`src/hw/rtl/mpc_pkg.sv`:
```
package mpc_pkg;

    localparam int MOIST_W  = 10;
    localparam int COUNT_W  = 16;
    localparam int SAMPLE_W = 8;
    localparam int PADDR_W  = 5;

    localparam logic [MOIST_W-1:0]  MIN_MOIST_RST  = 10'd300;
    localparam logic [MOIST_W-1:0]  MAX_MOIST_RST  = 10'd800;
    localparam logic [COUNT_W-1:0]  AUTO_DUR_RST   = 16'd10;
    localparam logic [COUNT_W-1:0]  MANUAL_DUR_RST = 16'd5;
    localparam logic [SAMPLE_W-1:0] INTERVAL_RST   = 8'd2;

    typedef enum logic [2:0] {
        REG_MIN_MOISTURE    = 3'd0,
        REG_MAX_MOISTURE    = 3'd1,
        REG_AUTO_DURATION   = 3'd2,
        REG_MANUAL_DURATION = 3'd3,
        REG_SAMPLE_INTERVAL = 3'd4
    } reg_idx_t;

    typedef struct packed {
        logic               mode_press;
        logic               water_press;
        logic [MOIST_W-1:0] moisture_now;
    } in_t;

    typedef struct packed {
        logic pump_on;
        logic led_state;
        logic manual_mode;
    } out_t;

    typedef struct packed {
        logic [MOIST_W-1:0]  min_moisture;
        logic [MOIST_W-1:0]  max_moisture;
        logic [COUNT_W-1:0]  auto_duration;
        logic [COUNT_W-1:0]  manual_duration;
        logic [SAMPLE_W-1:0] sample_interval;
    } cfg_t;

    // result of one tick handed to the output buffer
    typedef struct packed {
        logic load;
        out_t data;
    } res_t;

endpackage

```
`src/hw/rtl/mpc_cfg.sv`:
```
module mpc_cfg
    import mpc_pkg::*;
(
    input  logic               clk,
    input  logic               rst_n,
    input  logic               psel,
    input  logic               penable,
    input  logic               pwrite,
    input  logic [PADDR_W-1:0] paddr,
    input  logic [31:0]        pwdata,
    output logic [31:0]        prdata,
    output logic               pready,
    output cfg_t               cfg
);

    cfg_t     cfg_reg;
    logic     wr_en;
    reg_idx_t idx;

    assign pready = 1'b1;
    assign wr_en  = psel & penable & pwrite;
    assign idx    = reg_idx_t'(paddr[PADDR_W-1:2]);
    assign cfg    = cfg_reg;

    always_ff @(posedge clk or negedge rst_n)
    begin
        if (!rst_n)
        begin
            cfg_reg.min_moisture    <= MIN_MOIST_RST;
            cfg_reg.max_moisture    <= MAX_MOIST_RST;
            cfg_reg.auto_duration   <= AUTO_DUR_RST;
            cfg_reg.manual_duration <= MANUAL_DUR_RST;
            cfg_reg.sample_interval <= INTERVAL_RST;
        end
        else if (wr_en)
        begin
            unique case (idx)
                REG_MIN_MOISTURE:    cfg_reg.min_moisture    <= pwdata[MOIST_W-1:0];
                REG_MAX_MOISTURE:    cfg_reg.max_moisture    <= pwdata[MOIST_W-1:0];
                REG_AUTO_DURATION:   cfg_reg.auto_duration   <= pwdata[COUNT_W-1:0];
                REG_MANUAL_DURATION: cfg_reg.manual_duration <= pwdata[COUNT_W-1:0];
                REG_SAMPLE_INTERVAL: cfg_reg.sample_interval <= pwdata[SAMPLE_W-1:0];
                default: ;
            endcase
        end
    end

    always_comb
    begin
        prdata = '0;
        unique case (idx)
            REG_MIN_MOISTURE:    prdata = {22'd0, cfg_reg.min_moisture};
            REG_MAX_MOISTURE:    prdata = {22'd0, cfg_reg.max_moisture};
            REG_AUTO_DURATION:   prdata = {16'd0, cfg_reg.auto_duration};
            REG_MANUAL_DURATION: prdata = {16'd0, cfg_reg.manual_duration};
            REG_SAMPLE_INTERVAL: prdata = {24'd0, cfg_reg.sample_interval};
            default:             prdata = '0;
        endcase
    end

endmodule

```
`src/hw/rtl/mpc_core.sv`:
```
module mpc_core
    import mpc_pkg::*;
(
    input  logic clk,
    input  logic rst_n,
    input  logic accept,
    input  in_t  in_data,
    input  cfg_t cfg,
    output res_t res
);

    logic                mode_reg, mode_next;
    logic                pump_reg, pump_next;
    logic                led_reg, led_next;
    logic [COUNT_W-1:0]  wcount_reg, wcount_next;
    logic [SAMPLE_W-1:0] scount_reg, scount_next;
    logic [MOIST_W-1:0]  moist_reg, moist_next;
    logic [SAMPLE_W:0]   scount_inc;

    always_comb
    begin
        mode_next   = mode_reg ^ in_data.mode_press;
        pump_next   = pump_reg;
        led_next    = led_reg;
        wcount_next = wcount_reg;
        moist_next  = moist_reg;

        // entering manual forces the pump off, LED untouched
        if (in_data.mode_press && !mode_reg)
            pump_next = 1'b0;
        if (mode_next && in_data.water_press && !pump_next)
        begin
            pump_next   = 1'b1;
            wcount_next = '0;
            led_next    = 1'b1;
        end

        // count can reach 2^SAMPLE_W, which always latches
        scount_inc = {1'b0, scount_reg} + 1'b1;
        if (scount_inc >= {1'b0, cfg.sample_interval})
        begin
            moist_next  = in_data.moisture_now;
            scount_next = '0;
        end
        else
            scount_next = scount_inc[SAMPLE_W-1:0];

        if (!mode_next)
        begin
            if (!pump_next)
            begin
                led_next = 1'b0;
                if (moist_next < cfg.min_moisture)
                begin
                    pump_next   = 1'b1;
                    led_next    = 1'b1;
                    wcount_next = '0;
                end
            end
            else
            begin
                if (wcount_next != '1)
                    wcount_next = wcount_next + 1'b1;
                if (moist_next > cfg.max_moisture || wcount_next >= cfg.auto_duration)
                begin
                    pump_next = 1'b0;
                    led_next  = 1'b0;
                end
            end
        end
        else if (pump_next)
        begin
            if (wcount_next != '1)
                wcount_next = wcount_next + 1'b1;
            if (wcount_next >= cfg.manual_duration)
            begin
                pump_next = 1'b0;
                led_next  = 1'b0;
            end
        end
    end

    always_ff @(posedge clk or negedge rst_n)
    begin
        if (!rst_n)
        begin
            mode_reg   <= 1'b0;
            pump_reg   <= 1'b0;
            led_reg    <= 1'b0;
            wcount_reg <= '0;
            scount_reg <= '0;
            moist_reg  <= '0;
        end
        else if (accept)
        begin
            mode_reg   <= mode_next;
            pump_reg   <= pump_next;
            led_reg    <= led_next;
            wcount_reg <= wcount_next;
            scount_reg <= scount_next;
            moist_reg  <= moist_next;
        end
    end

    assign res.load             = accept;
    assign res.data.pump_on     = pump_next;
    assign res.data.led_state   = led_next;
    assign res.data.manual_mode = mode_next;

endmodule

```
`src/hw/rtl/mpc_out_buf.sv`:
```
module mpc_out_buf
    import mpc_pkg::*;
(
    input  logic clk,
    input  logic rst_n,
    input  res_t res,
    output logic full,
    output logic out_valid,
    input  logic out_stall,
    output out_t out_data
);

    logic out_valid_reg;
    out_t out_data_reg;
    logic skid_valid_reg;
    out_t skid_data_reg;
    logic take;

    assign take      = out_valid_reg & ~out_stall;
    assign full      = skid_valid_reg;
    assign out_valid = out_valid_reg;
    assign out_data  = out_data_reg;

    always_ff @(posedge clk or negedge rst_n)
    begin
        if (!rst_n)
        begin
            out_valid_reg  <= 1'b0;
            skid_valid_reg <= 1'b0;
        end
        else if (!out_valid_reg || take)
        begin
            // skid holds the older result, so it goes out first
            if (skid_valid_reg)
            begin
                out_valid_reg  <= 1'b1;
                skid_valid_reg <= 1'b0;
            end
            else
                out_valid_reg <= res.load;
        end
        else if (res.load)
            skid_valid_reg <= 1'b1;
    end

    always_ff @(posedge clk)
    begin
        if (!out_valid_reg || take)
        begin
            if (skid_valid_reg)
                out_data_reg <= skid_data_reg;
            else if (res.load)
                out_data_reg <= res.data;
        end
        else if (res.load)
            skid_data_reg <= res.data;
    end

endmodule

```
`src/hw/rtl/moisture_pump_controller.sv`:
```
// Soil-moisture watering controller.
// Input channel (in_valid / in_stall / in_data): one transfer per control
// tick, carrying the mode and water button states and a moisture sample.
// Output channel (out_valid / out_stall / out_data): one transfer per tick
// with pump drive, LED state and current mode after that tick.
// Configuration: APB-style port, registers at byte address 4*index
// (thresholds, auto and manual pump durations, sample interval); write only
// while no tick is in flight.
// Result: each tick's result is registered in the output buffer.
// Throughput: one tick per cycle while in_stall is low; the state update is
// a single pass of compares and counter steps from the accepted input to
// the result register. Stall: a two-entry output buffer (result register
// plus skid) takes one more input transfer after out_stall rises; in_stall
// is high while the skid entry is occupied.
// Reset: thresholds, durations and sample interval return to defaults,
// mode goes to auto, pump off, LED normal, counters and latched moisture
// cleared, both buffer entries emptied.
module moisture_pump_controller
    import mpc_pkg::*;
(
    input  logic               clk,
    input  logic               rst_n,
    input  logic               in_valid,
    output logic               in_stall,
    input  in_t                in_data,
    output logic               out_valid,
    input  logic               out_stall,
    output out_t               out_data,
    input  logic               psel,
    input  logic               penable,
    input  logic               pwrite,
    input  logic [PADDR_W-1:0] paddr,
    input  logic [31:0]        pwdata,
    output logic [31:0]        prdata,
    output logic               pready
);

    cfg_t cfg;
    res_t res;
    logic accept;
    logic full;

    assign in_stall = full;
    assign accept   = in_valid & ~full;

    mpc_cfg u_cfg (
        .clk     (clk),
        .rst_n   (rst_n),
        .psel    (psel),
        .penable (penable),
        .pwrite  (pwrite),
        .paddr   (paddr),
        .pwdata  (pwdata),
        .prdata  (prdata),
        .pready  (pready),
        .cfg     (cfg)
    );

    mpc_core u_core (
        .clk     (clk),
        .rst_n   (rst_n),
        .accept  (accept),
        .in_data (in_data),
        .cfg     (cfg),
        .res     (res)
    );

    mpc_out_buf u_out_buf (
        .clk       (clk),
        .rst_n     (rst_n),
        .res       (res),
        .full      (full),
        .out_valid (out_valid),
        .out_stall (out_stall),
        .out_data  (out_data)
    );

endmodule

```
`config.mk`:
```
export PLATFORM = sky130hd
export DESIGN_NAME = moisture_pump_controller
export DESIGN_NICKNAME = d
export VERILOG_FILES = /design/src/hw/rtl/mpc_pkg.sv /design/src/hw/rtl/mpc_cfg.sv /design/src/hw/rtl/mpc_core.sv /design/src/hw/rtl/mpc_out_buf.sv /design/src/hw/rtl/moisture_pump_controller.sv
export SDC_FILE = /design/constraint.sdc
export NUM_CORES = 1
export LEC_CHECK = 0
export ABC_AREA = 1
export BUFFER_PORTS_ARGS = -buffer_cell sky130_fd_sc_hd__buf_2
export CAP_MARGIN = 15
export CORE_MARGIN = 2
export CORE_UTILIZATION = 50
export CTS_CLUSTER_SIZE = 10
export DETAILED_ROUTE_END_ITERATION = 6
export GPL_TIMING_DRIVEN = 0
export HOLD_SLACK_MARGIN = 0.03
export PLACE_DENSITY = 0.79
export SLEW_MARGIN = 20
export SYNTH_ARGS = -nofsm -noshare
export SYNTH_HDL_FRONTEND = slang
export SYNTH_SLANG_ARGS = --single-unit
export TNS_END_PERCENT = 20
```
`constraint.sdc`:
```
create_clock -name clk -period 11.8 [get_ports clk]
set_input_delay 1.18 -clock clk [delete_from_list [all_inputs] [get_ports clk]]
set_output_delay 1.18 -clock clk [all_outputs]
set_load 0.005 [all_outputs]
```
==> metrics.txt <==
commonest non-fill, non-tap cell in the layout nand2_1; Worst VDD drop about 0.00015 V; max reg flops 60; Slew @ Worst Pin between 0.8 and 0.9 ns; reg2reg path depth 26; post-route setup slack between 6 and 7 ns; DR iter-0 viols approximately 570; Die Wd between 100 and 150 um; status completed; Fin Clk Skew roughly 0.012 ns; CTS HTree Levels 3; drc violations 0; Setup Fix Bufs, Post-CTS 0; CP Launch Type input port; # IOs 94; final-report max-slew violation count 0; Avg WL per Cell roughly 15 um; Fmax achieved about 200 MHz; Synth async-reset ratio 0.9429; initial antenna violation count 0; reg2reg end u_core.wcount_reg[1]; met3 global-route usage 0.06877; Yosys top cell by area dfrtp_1; reg2reg start u_core.scount_reg[0]; Final period util 0.4168; register clock-pin slew on the reported worst setup and hold paths 0.07 ns; CP arrival around 5.0 ns; TNS Setup 0 ns; Non-Filler Instances around 1200; final WL around 18000 um; first-pass GRT wire length approximately 30000 um; ys flop type dfrtp_1; CTS Buf Count 9; met2 GRT Util 0.4010; # placed instances approximately 1100; post-synth top area share 0.3111; vias in the first global route about 6000; row count 43; nets between 1000 and 1500; r2r setup slk slightly above 7 ns; antenna cells 0; most frequent CP cell nand2_1; CP max FO 10; Worst Path Required roughly 12 ns; RSZ-0062 raised after global routing false; fin util 0.5725; Power per Cell Area roughly 240 nW/um2; Post-CTS Resized 0; Routed Antenna Nets 0; CTS tree yes; hold_buf cts 0; remaining global-route overflow 0; Synth area leaders dfrtp_1 (31%), ha_1 (11%), nand2_1 (10%); Worst-Skew Late Latency about 0.37 ns; drt first pass iters 6; commonest cells after routing, fill and taps aside nand2_1 (195), inv_1 (139), o21ai_0 (101); Worst Setup EP u_out_buf.out_data[1]; Mapped Cells ~900; clock root cell clkbuf_16; CP Launch Point in_data[11]; FF+latch count, synth approximately 110; Core Footprint approximately 14000 um2; die area 14960 um2; CP peak stage delay around 0.30 ns; Crit-path slowest cell ha_1; post-route cell area roughly 7900 um2; largest net degree at the start of global routing 77; leak pwr 0.003985 uW; Max clock buf depth 2; met1 usage 0.3525; EDFF count, synth 6; YS warnings 0; port buffer count between 50 and 60; Post-Syn Area per Cell roughly 7.9 um2; Via density between 5 and 6; Max-slew headroom 0.4401; sequential cell area fraction in the yosys report 0.3819; GRT busiest layer met2; post-route minimum period a little under 5 ns; via count between 6000 and 7000; placed cell areas 7604 um2; Final Wtd Congestion between 0.9 and 1; share of layout cells above drive strength 1 0.1427; worst hold path class reg2reg; Die Y 122.3 um; Syn Std Cell Area around 7000 um2; DP HPWL between 10000 and 15000 um; starting density of the core 0.5081; GR Util All Layers 0.2593; count of final setup violators 0; clk sinks around 110; WS Path Type in2reg; pre-CTS WS about 6.6 ns; Synth-to-Final Area Change 12.68%; max cap viols 0; Yosys cell types 48; number of fill cells between 1000 and 1500; Final Hold Fails 0; critical path endpoint category flip-flop
-- cell type report --
type,count,area [um2],area share
Buffer,47,259.0,0.03285
Clock buffer,11,242.7,0.03078
Clock inverter,5,38.79,0.004919
Sequential cell,105,2673,0.3389
Multi-Input combinational cell,608,3572,0.4530
Inverter,146,550.5,0.06982
Timing Repair Buffer,59,324.1,0.04110
Tap cell,180,225.2,0.02856
-- critical path: cells and delay by family --
| family | cells | cell delay [ns] |
|---|---|---|
| xor gates and xnor gates | 1 | 0.18 |
| adders and majority gates | 3 | 0.86 |
| and+or+nand+nor | 19 | 1.89 |
| buffers and inverters | 7 | 0.70 |
| AOI/OAI and AO/OA | 1 | 0.20 |
-- stage by stage --
stage | hold WS, ns | power, uW
after global placement | 0.4599 | 1550
after floorplan | 0.4415 | 1321
after global routing | 0.5119 | 2092
after detailed placement | 0.4640 | 1591
final | 0.4749 | 1893
after CTS | 0.4797 | 1890
-- cell families after synthesis --
group,share of synthesized area
AOI/OAI and AO/OA,0.1579
xor gates and xnor gates,0.02235
adders and majority gates,0.1109
buffers and inverters,0.1157
DFF,0.3819
other,0.001073
and+or+nand+nor,0.2103
-- per-layer routing --
metal,vias up,wire length [um]
li1,3059,-
met1,2879,7952
met2,242,8068
met3,40,1395
met4,0,490
met5,-,0
-- report_power, final --
group	switching, uW	internal [uW]
Combinational	676	389
Sequential	66.3	471
Clock	140	150
-- cells in the mapped netlist (2+ instances only) --
master,number
o21ai_0,101
nand4_1,3
a31oi_1,4
o211ai_1,3
buf_2,3
nand4_4,3
buf_4,17
xor2_1,15
nand3_1,37
inv_2,6
edfxtp_1,6
nand3_2,3
clkbuf_1,24
nor2_1,42
dfstp_2,12
conb_1,2
o22ai_1,15
nor2_8,2
a221oi_1,8
ha_1,62
nand2_1,195
nor2_4,7
a22oi_1,12
o2111ai_1,4
inv_1,139
a21oi_1,43
dfrtp_1,87
nand2_2,3
and2_1,2
nor2_2,2
buf_6,2
nor3_1,11
-- how the worst min path moves through the flow --
stage / from / slack, ns / end / cells past startpoint
floorplan: u_core.led_reg / 0.44 / u_core.led_reg / 2
detailed placement: u_core.led_reg / 0.46 / u_core.led_reg / 2
CTS: u_core.led_reg / 0.48 / u_core.led_reg / 2
finish: u_core.led_reg / 0.47 / u_core.led_reg / 2
global route: u_cfg.cfg[2] / 0.51 / u_cfg.cfg[2] / 2
global placement: u_core.led_reg / 0.46 / u_core.led_reg / 2
No activity file was read; power rests on OpenSTA's default activity.
